`config.mk`:
```
export PLATFORM = sky130hd
export DESIGN_NAME = u2a_ctrl
export DESIGN_NICKNAME = d
export VERILOG_FILES = /design/src/u2a_pkg.sv /design/src/u2a_ctrl.sv
export SDC_FILE = /design/constraint.sdc
export NUM_CORES = 1
export LEC_CHECK = 0
export BUFFER_PORTS_ARGS = -buffer_cell sky130_fd_sc_hd__buf_4
export CORE_AREA = 8 8 45 47
export DETAILED_ROUTE_END_ITERATION = 16
export DIE_AREA = 0 0 53 55
export HOLD_SLACK_MARGIN = 0.05
export PLACE_DENSITY = 0.47
export SLEW_MARGIN = 25
export SYNTH_ARGS = -nofsm -noshare
export SYNTH_HDL_FRONTEND = slang
export SYNTH_SLANG_ARGS = --single-unit
```
`constraint.sdc`:
```
create_clock -name clock -period 1.1 [get_ports clock]
set_input_delay 0.275 -clock clock [delete_from_list [all_inputs] [get_ports clock]]
set_output_delay 0.275 -clock clock [all_outputs]
set_load 0.1 [all_outputs]
```
`src/u2a_pkg.sv`:
```
// Shared types, constants and functions for the unsigned to ASCII radix converter.
`default_nettype none

package u2a_pkg;

   localparam int DEF_VALUE_WIDTH = 32;
   localparam int VALUE_BITS      = 32;
   localparam int CHAR_BITS       = 7;
   localparam int COUNT_BITS      = 4;

   localparam logic [31:0] DEC_RECIP = 32'hCCCC_CCCD;
   localparam int          DEC_SHIFT = 35;

   localparam logic [CHAR_BITS-1:0] CHAR_ZERO  = 7'h30;
   localparam logic [CHAR_BITS-1:0] CHAR_LOWER = 7'h61;
   localparam logic [CHAR_BITS-1:0] CHAR_UPPER = 7'h41;
   localparam logic [3:0]           DEC_RADIX  = 4'd10;

   typedef enum logic [1:0] {
      FMT_DEC    = 2'd0,
      FMT_OCT    = 2'd1,
      FMT_HEX_LO = 2'd2,
      FMT_HEX_UP = 2'd3
   } fmt_type;

   typedef struct packed {
      logic load;
      logic step;
      logic emit;
   } ctrl_cmd_type;

   typedef struct packed {
      logic quot_zero;
      logic last_digit;
   } dp_stat_type;

   function automatic logic [CHAR_BITS-1:0] digit_to_ascii(input logic [3:0] digit,
                                                          input logic       upper);
      logic [CHAR_BITS-1:0] base;
      base = upper ? CHAR_UPPER : CHAR_LOWER;
      if (digit >= DEC_RADIX) begin
         return CHAR_BITS'(digit) - CHAR_BITS'(DEC_RADIX) + base;
      end
      return CHAR_BITS'(digit) + CHAR_ZERO;
   endfunction

endpackage

`default_nettype wire

```
`src/u2a_ctrl.sv`:
```
// Controller state machine: load, digit extraction and digit emission.
`default_nettype none

module u2a_ctrl (
   input  wire logic                  clock,
   input  wire logic                  reset,
   input  wire logic                  req_valid,
   output      logic                  req_ready,
   input  wire logic                  rsp_ready,
   output      logic                  rsp_valid,
   output      u2a_pkg::ctrl_cmd_type cmd,
   input  wire u2a_pkg::dp_stat_type  stat
);
   import u2a_pkg::*;

   typedef enum logic [2:0] {
      ST_IDLE = 3'b001,
      ST_CONV = 3'b010,
      ST_EMIT = 3'b100
   } state_type;

   state_type state_ff, state_in;
   logic      rsp_valid_ff, rsp_valid_in;
   logic      accept;

   assign req_ready = (state_ff == ST_IDLE);
   assign accept    = req_valid && req_ready;
   assign rsp_valid = rsp_valid_ff;

   always_comb begin
      cmd.load = accept;
      cmd.step = (state_ff == ST_CONV);
      cmd.emit = (state_ff == ST_EMIT) && (!rsp_valid_ff || rsp_ready);
   end

   always_comb begin
      state_in = state_ff;
      unique case (state_ff)
         ST_IDLE: begin
            if (accept) state_in = ST_CONV;
         end
         ST_CONV: begin
            if (stat.quot_zero) state_in = ST_EMIT;
         end
         ST_EMIT: begin
            if (cmd.emit && stat.last_digit) state_in = ST_IDLE;
         end
         default: state_in = ST_IDLE;
      endcase
   end

   always_comb begin
      if (cmd.emit) begin
         rsp_valid_in = 1'b1;
      end else if (rsp_ready) begin
         rsp_valid_in = 1'b0;
      end else begin
         rsp_valid_in = rsp_valid_ff;
      end
   end

   always_ff @(posedge clock) begin
      if (reset) begin
         state_ff     <= ST_IDLE;
         rsp_valid_ff <= 1'b0;
      end else begin
         state_ff     <= state_in;
         rsp_valid_ff <= rsp_valid_in;
      end
   end

   a_one_cmd: assert property (@(posedge clock) disable iff (reset)
      $onehot0({cmd.load, cmd.step, cmd.emit}))
      else $error("controller issued overlapping commands");

   a_last_to_idle: assert property (@(posedge clock) disable iff (reset)
      (cmd.emit && stat.last_digit) |=> (req_ready && rsp_valid))
      else $error("final digit did not return controller to idle");

   a_conv_after_load: assert property (@(posedge clock) disable iff (reset)
      cmd.load |=> (cmd.step && !req_ready))
      else $error("load not followed by digit extraction");

endmodule

`default_nettype wire

```
==> results of run 1 <==
-- kinds of logic after synthesis --
group	after synthesis	synth area share
compound gates	7	0.214
flops	4	0.327
simple gates	12	0.326
buf+inv	6	0.133
-- worst paths after layout --
kind	from	endpoint	slack (ns)	cells past startpoint
max	state_ff[0]	cmd[1]	-0.33	3
min	reset	rsp_valid	0.20	2
max reg2reg	state_ff[2]	state_ff[2]	-0.01	5
min reg2reg	state_ff[2]	rsp_valid	0.49	2
-- area by class of cell --
| cell class | instances | area [um^2] |
|---|---|---|
| clock buffer | 4 | 26.3 |
| fill | 149 | 845 |
| inverter | 2 | 10.0 |
| multi-input combinational | 19 | 180 |
| sequential | 4 | 95.1 |
| tap | 16 | 20.0 |
| timing repair buffer | 19 | 208 |
-- metrics by stage --
stage | hold slack (ns) | std cells | total power [mW] | setup slack [ns] | area, um^2
floorplan | 0.334 | 29 | 0.308 | -0.959 | 305
detailed placement | 0.463 | 57 | 0.342 | -0.163 | 387
global placement | 0.468 | 57 | 0.342 | -0.141 | 387
CTS | 0.201 | 64 | 0.602 | -0.338 | 504
global route | 0.196 | 64 | 0.637 | -0.373 | 539
finish | 0.202 | 64 | 0.608 | -0.325 | 539
-- report_power, final --
group	leakage [nW]	switching (mW)	total [mW]	internal, mW
combinational	0.168	0.123	0.235	0.112
sequential	0.0351	0.0116	0.159	0.148
clock	0.0150	0.0762	0.213	0.137
-- per-layer routing --
metal | share of wire | wire length, um | track usage | vias up
met1 | 0.37 | 263 | 0.0424 | 127
met3 | 0.068 | 48 | 0.0267 | 2
li1 | - | - | - | 139
met4 | 0.030 | 21 | 0.0517 | 0
met5 | 0 | 0 | 0 | -
met2 | 0.53 | 376 | 0.0840 | 8
-- layout by cell type (no fill, tap or decap), drive strengths merged, types with 2 or more instances in the layout --
cell	instances
a211oi	2
nor3b	2
and3	2
nor2	2
clkbuf	4
inv	2
buf	19
dfxtp	4
a21oi	2
-- flip-flops by register name, indices dropped and copies added, names as in the netlist --
| signal | flops |
|---|---|
| rsp_valid | 1 |
| state_ff | 3 |
-- what timing repair did --
item,4_1_cts,5_1_grt
pin swaps,3,4
resized for setup,20,9
cloned,0,0
endpoints found under the setup margin,6,7
setup buffers,3,0
hold buffers,0,0
==> impl_metrics.csv, run 1 <==
group,metric,value,unit
sta,final-max-slew-violation-count,0,
logic_synthesis,yosysSeqAreaShare,0.327,
logic_synthesis,ys_seq_elements,4,
clocking,clkTransAtPathRegs,0.04,ns
power,ir_worst_vdd,0.330,mV
placement,io_buffers,10,
clocking,cts_tree,"built",
setup_path,slowest_delay,0.35,ns
sta,rsz0062_at_grt,"true",
global_routing,grt_first_pass_wirelength,1030,um
setup_path,worst_setup_path_start_kind,"register",
clocking,cts_inserted_buffers,3,
route,drt_wl_total,710,um
logic_synthesis,synth_top_cell_by_area,"dfxtp_1",
hold_path,min_path_type,"in -> reg",
sta,worst_pin_slew,0.196,ns
sta,relSlewSlack,0.869,
logic_synthesis,synth_most_common_cell,"dfxtp_1",
clocking,clock_latency,0.25,ns
placement,dpl.hpwl,522,um
global_routing,grt_use_total,0.0508,
logic_synthesis,syn_avg_cell_area,8.46,um^2
final_layout,utilization,0.390,
global_routing,grt_max_degree,7,
die,io_pins,11,
logic_synthesis,netlist.area_leader.share,0.327,
run_status,status,"complete, but fails checks",
die,core_area,0.00138,mm^2
global_routing,overflow,0,
placement,gp_congestion,0.656,
die,start_util,0.177,
clocking,clockBufferDepth,2,
logic_synthesis,synth_cells,29,
final_layout,diodes,0,
final_layout,final_nets,55,
sta,setup_violations,6,
sta,period_needed,1.43,ns
global_routing,antenna_found_initial,0,
setup_path,crit_family,"buffers and inverters",
logic_synthesis,netlist_area,245,um^2
logic_synthesis,synthFlopType,"dfxtp_1",
route,wire_per_inst,11.1,um
sta,hold_viol_final,0,
die,die_area,0.00292,mm^2
sta,setup_ws,-0.325,ns
logic_synthesis,yosys_warnings,0,
route,vias_per_cell,4.31,
logic_synthesis,synth_area_leaders,"dfxtp_1 33%, buf_4 6.1%, nor3b_1 6.1%",
logic_synthesis,ys_types,20,
setup_path,path_max_fanout,3,
setup_path,path_buf_inv,2,
run_status,violations,"setup timing",
setup_path,worstPathCellList,"buf_6 -> nor3b_2 -> buf_6",
route,ant_nets,0,
clocking,ctsRootBufferMaster,"clkbuf_4",
die,die_y,55,um
sta,fin_crit_sh,1.30,
route,drc,0,
setup_path,cp_data_arrival_time,1.15,ns
route,via_count,276,
sta,totalNegativeSetupSlack,-1.18,ns
setup_path,slowest_stage,"dfxtp_4",
final_layout,drive_gt1_frac,0.792,
sta,finClkSkew,0.00707,ns
setup_path,endpoint_kind,"primary output",
route,drt_iter0_drc,1,
setup_path,worstPathRequired,0.82,ns
logic_synthesis,syn_nets,35,
final_layout,area_growth,120,%
logic_synthesis,async_flop_share,0,
sta,fmax,0.702,GHz
logic_synthesis,synth_edf_count,0,
power,p_leak,0.218,nW
route,drt_first_pass_iters,2,
die,fp-row-count,14,
setup_path,cp_common_cell,"buf_6",
power,p_per_area,1130,mW/mm^2
job,cap_violations,0,
die,die_width,53,um
clocking,clock-sinks,4,
clocking,h-tree-depth,1,
setup_path,critPathKind,"reg -> out",
global_routing,grt_pass1_vias,266,
Note: power is estimated with default switching activity, not from simulation.
==> run 2, diff against run 1 <==
--- a/config.mk
+++ b/config.mk
@@ -5,7 +5,7 @@
 export SDC_FILE = /design/constraint.sdc
 export NUM_CORES = 1
 export LEC_CHECK = 0
-export BUFFER_PORTS_ARGS = -buffer_cell sky130_fd_sc_hd__buf_4
+export BUFFER_PORTS_ARGS = -buffer_cell sky130_fd_sc_hd__buf_2
 export CORE_AREA = 8 8 45 47
 export DETAILED_ROUTE_END_ITERATION = 16
 export DIE_AREA = 0 0 53 55
==> impl_metrics.csv, run 2 (synthesis results as in run 1) <==
group,metric,value,unit
run_status,status,"complete, but fails checks",
run_status,violations,"setup timing",
die,io_pins,11,
setup_path,worstPathRequired,0.82,ns
die,core_area,0.00138,mm^2
sta,relSlewSlack,0.865,
sta,setup_violations,4,
setup_path,worst_setup_path_start_kind,"register",
sta,worst_pin_slew,0.202,ns
job,cap_violations,0,
final_layout,top_register,"state_ff",
route,drt_first_pass_iters,1,
global_routing,grt_first_pass_wirelength,1080,um
placement,placed_area,422,um^2
placement,gp_congestion,0.709,
power,intPower,0.380,mW
clocking,clock-sinks,4,
power,power,0.577,mW
final_layout,diodes,0,
global_routing,grt_use_total,0.0535,
die,start_util,0.177,
die,fp-row-count,14,
final_layout,final_nets,52,
route,via_count,273,
setup_path,endpoint_kind,"primary output",
route,vias_per_cell,4.48,
setup_path,r2r_slack,0,ns
sta,final-max-slew-violation-count,0,
global_routing,antenna_found_initial,0,
clocking,clkTransAtPathRegs,0.04,ns
placement,io_buffers,10,
power,ir_worst_vdd,0.559,mV
route,drt_wl_total,668,um
sta,fmax,0.718,GHz
route,wire_per_inst,11.0,um
clocking,clock_latency,0.24,ns
sta,setup_ws,-0.293,ns
clocking,clockBufferDepth,2,
global_routing,grt_pass1_vias,277,
final_layout,final_cells,61,
sta,hold_viol_final,0,
global_routing,overflow,0,
route,drt_iter0_drc,0,
die,die_y,55,um
final_layout,largest_register_ff_count,3,
sta,fin_crit_sh,1.27,
setup_path,critPathKind,"reg -> out",
sta,period_needed,1.39,ns
final_layout,postLayoutCellArea,515,um^2
clocking,cts_inserted_buffers,3,
clocking,hold_buffers,0,
placement,dpl.hpwl,513,um
global_routing,grt_max_degree,7,
placement,place_inst,55,
power,p_per_area,1120,mW/mm^2
sta,rsz0062_at_grt,"true",
die,die_width,53,um
power,clkPwrFrac,0.351,
power,p_switching,0.196,mW
power,pwr-share-seq,0.274,
sta,hold_ws,0.234,ns
route,ant_nets,0,
clocking,cts_tree,"built",
sta,finClkSkew,0.00828,ns
route,drc,0,
setup_path,path_max_fanout,4,
hold_path,min_path_type,"in -> reg",
power,p_leak,0.203,nW
final_layout,area_growth,110,%
final_layout,drive_gt1_frac,0.778,
clocking,h-tree-depth,1,
power,power_frac_comb,0.374,
setup_path,cp_data_arrival_time,1.12,ns
die,die_area,0.00292,mm^2
final_layout,layout_common_cells,"5 x buf_2, 5 x buf_12, 4 x dfxtp_4",
power,swShare,0.341,
clocking,ctsRootBufferMaster,"clkbuf_4",
-- run 2: changes by cell type in the layout (fill, tap and decap cells not counted), sizes merged --
cell  delta
buf      -3
-- run 2: final cells by class --
type / instances / area, um^2
Multi-Input combinational cell: 19 / 183
Timing Repair Buffer: 16 / 181
Fill cell: 156 / 868
Clock buffer: 4 / 26.3
Sequential cell: 4 / 95.1
Inverter: 2 / 10.0
Tap cell: 16 / 20.0
-- run 2: power groups by stage --
stage | combinational (mW) | clock [mW] | sequential (mW)
floorplan | 0.152 | 0 | 0.155
global placement | 0.202 | 0 | 0.161
detailed placement | 0.202 | 0 | 0.161
CTS | 0.214 | 0.214 | 0.158
global route | 0.226 | 0.216 | 0.160
finish | 0.216 | 0.203 | 0.158
-- run 2: worst max-delay path: stages (launching register included) --
cell	delay, ns
dfxtp_4	0.36
nor3b_4	0.19
and2_4	0.17
buf_12	0.16
-- run 2: routing by layer --
metal,part of all wire,track usage,up-vias,wire length (um)
met5,0,0,-,0
met4,0.048,0.0776,0,32
met3,0.084,0.0214,5,56
met2,0.52,0.0801,9,348
met1,0.34,0.0470,127,230
li1,-,-,132,-
-- run 2: path summary, 6_finish.rpt --
| check | start | end | cells after the start |
|---|---|---|---|
| setup / recovery | state_ff[0] | cmd[2] | 3 |
| hold reg to reg | rsp_valid | rsp_valid | 2 |
| hold / removal | reset | state_ff[2] | 2 |
| setup reg to reg | state_ff[2] | state_ff[2] | 5 |
-- run 2: repair_timing --
item                       in CTS  in global routing
pin swaps                       4                  3
setup endpoints to repair       6                  6
buffers inserted                3                  1
resized for setup              13                  4
cloned                          0                  0
-- run 2: stage by stage --
step / setup TNS [ns] / util / setup WS (ns)
floorplan: -2.44 / - / -0.959
global placement: -0.239 / 0.305 / -0.0717
detailed placement: -0.278 / 0.305 / -0.0855
CTS: -1.14 / 0.363 / -0.307
global route: -1.32 / 0.373 / -0.348
finish: -1.03 / 0.373 / -0.293
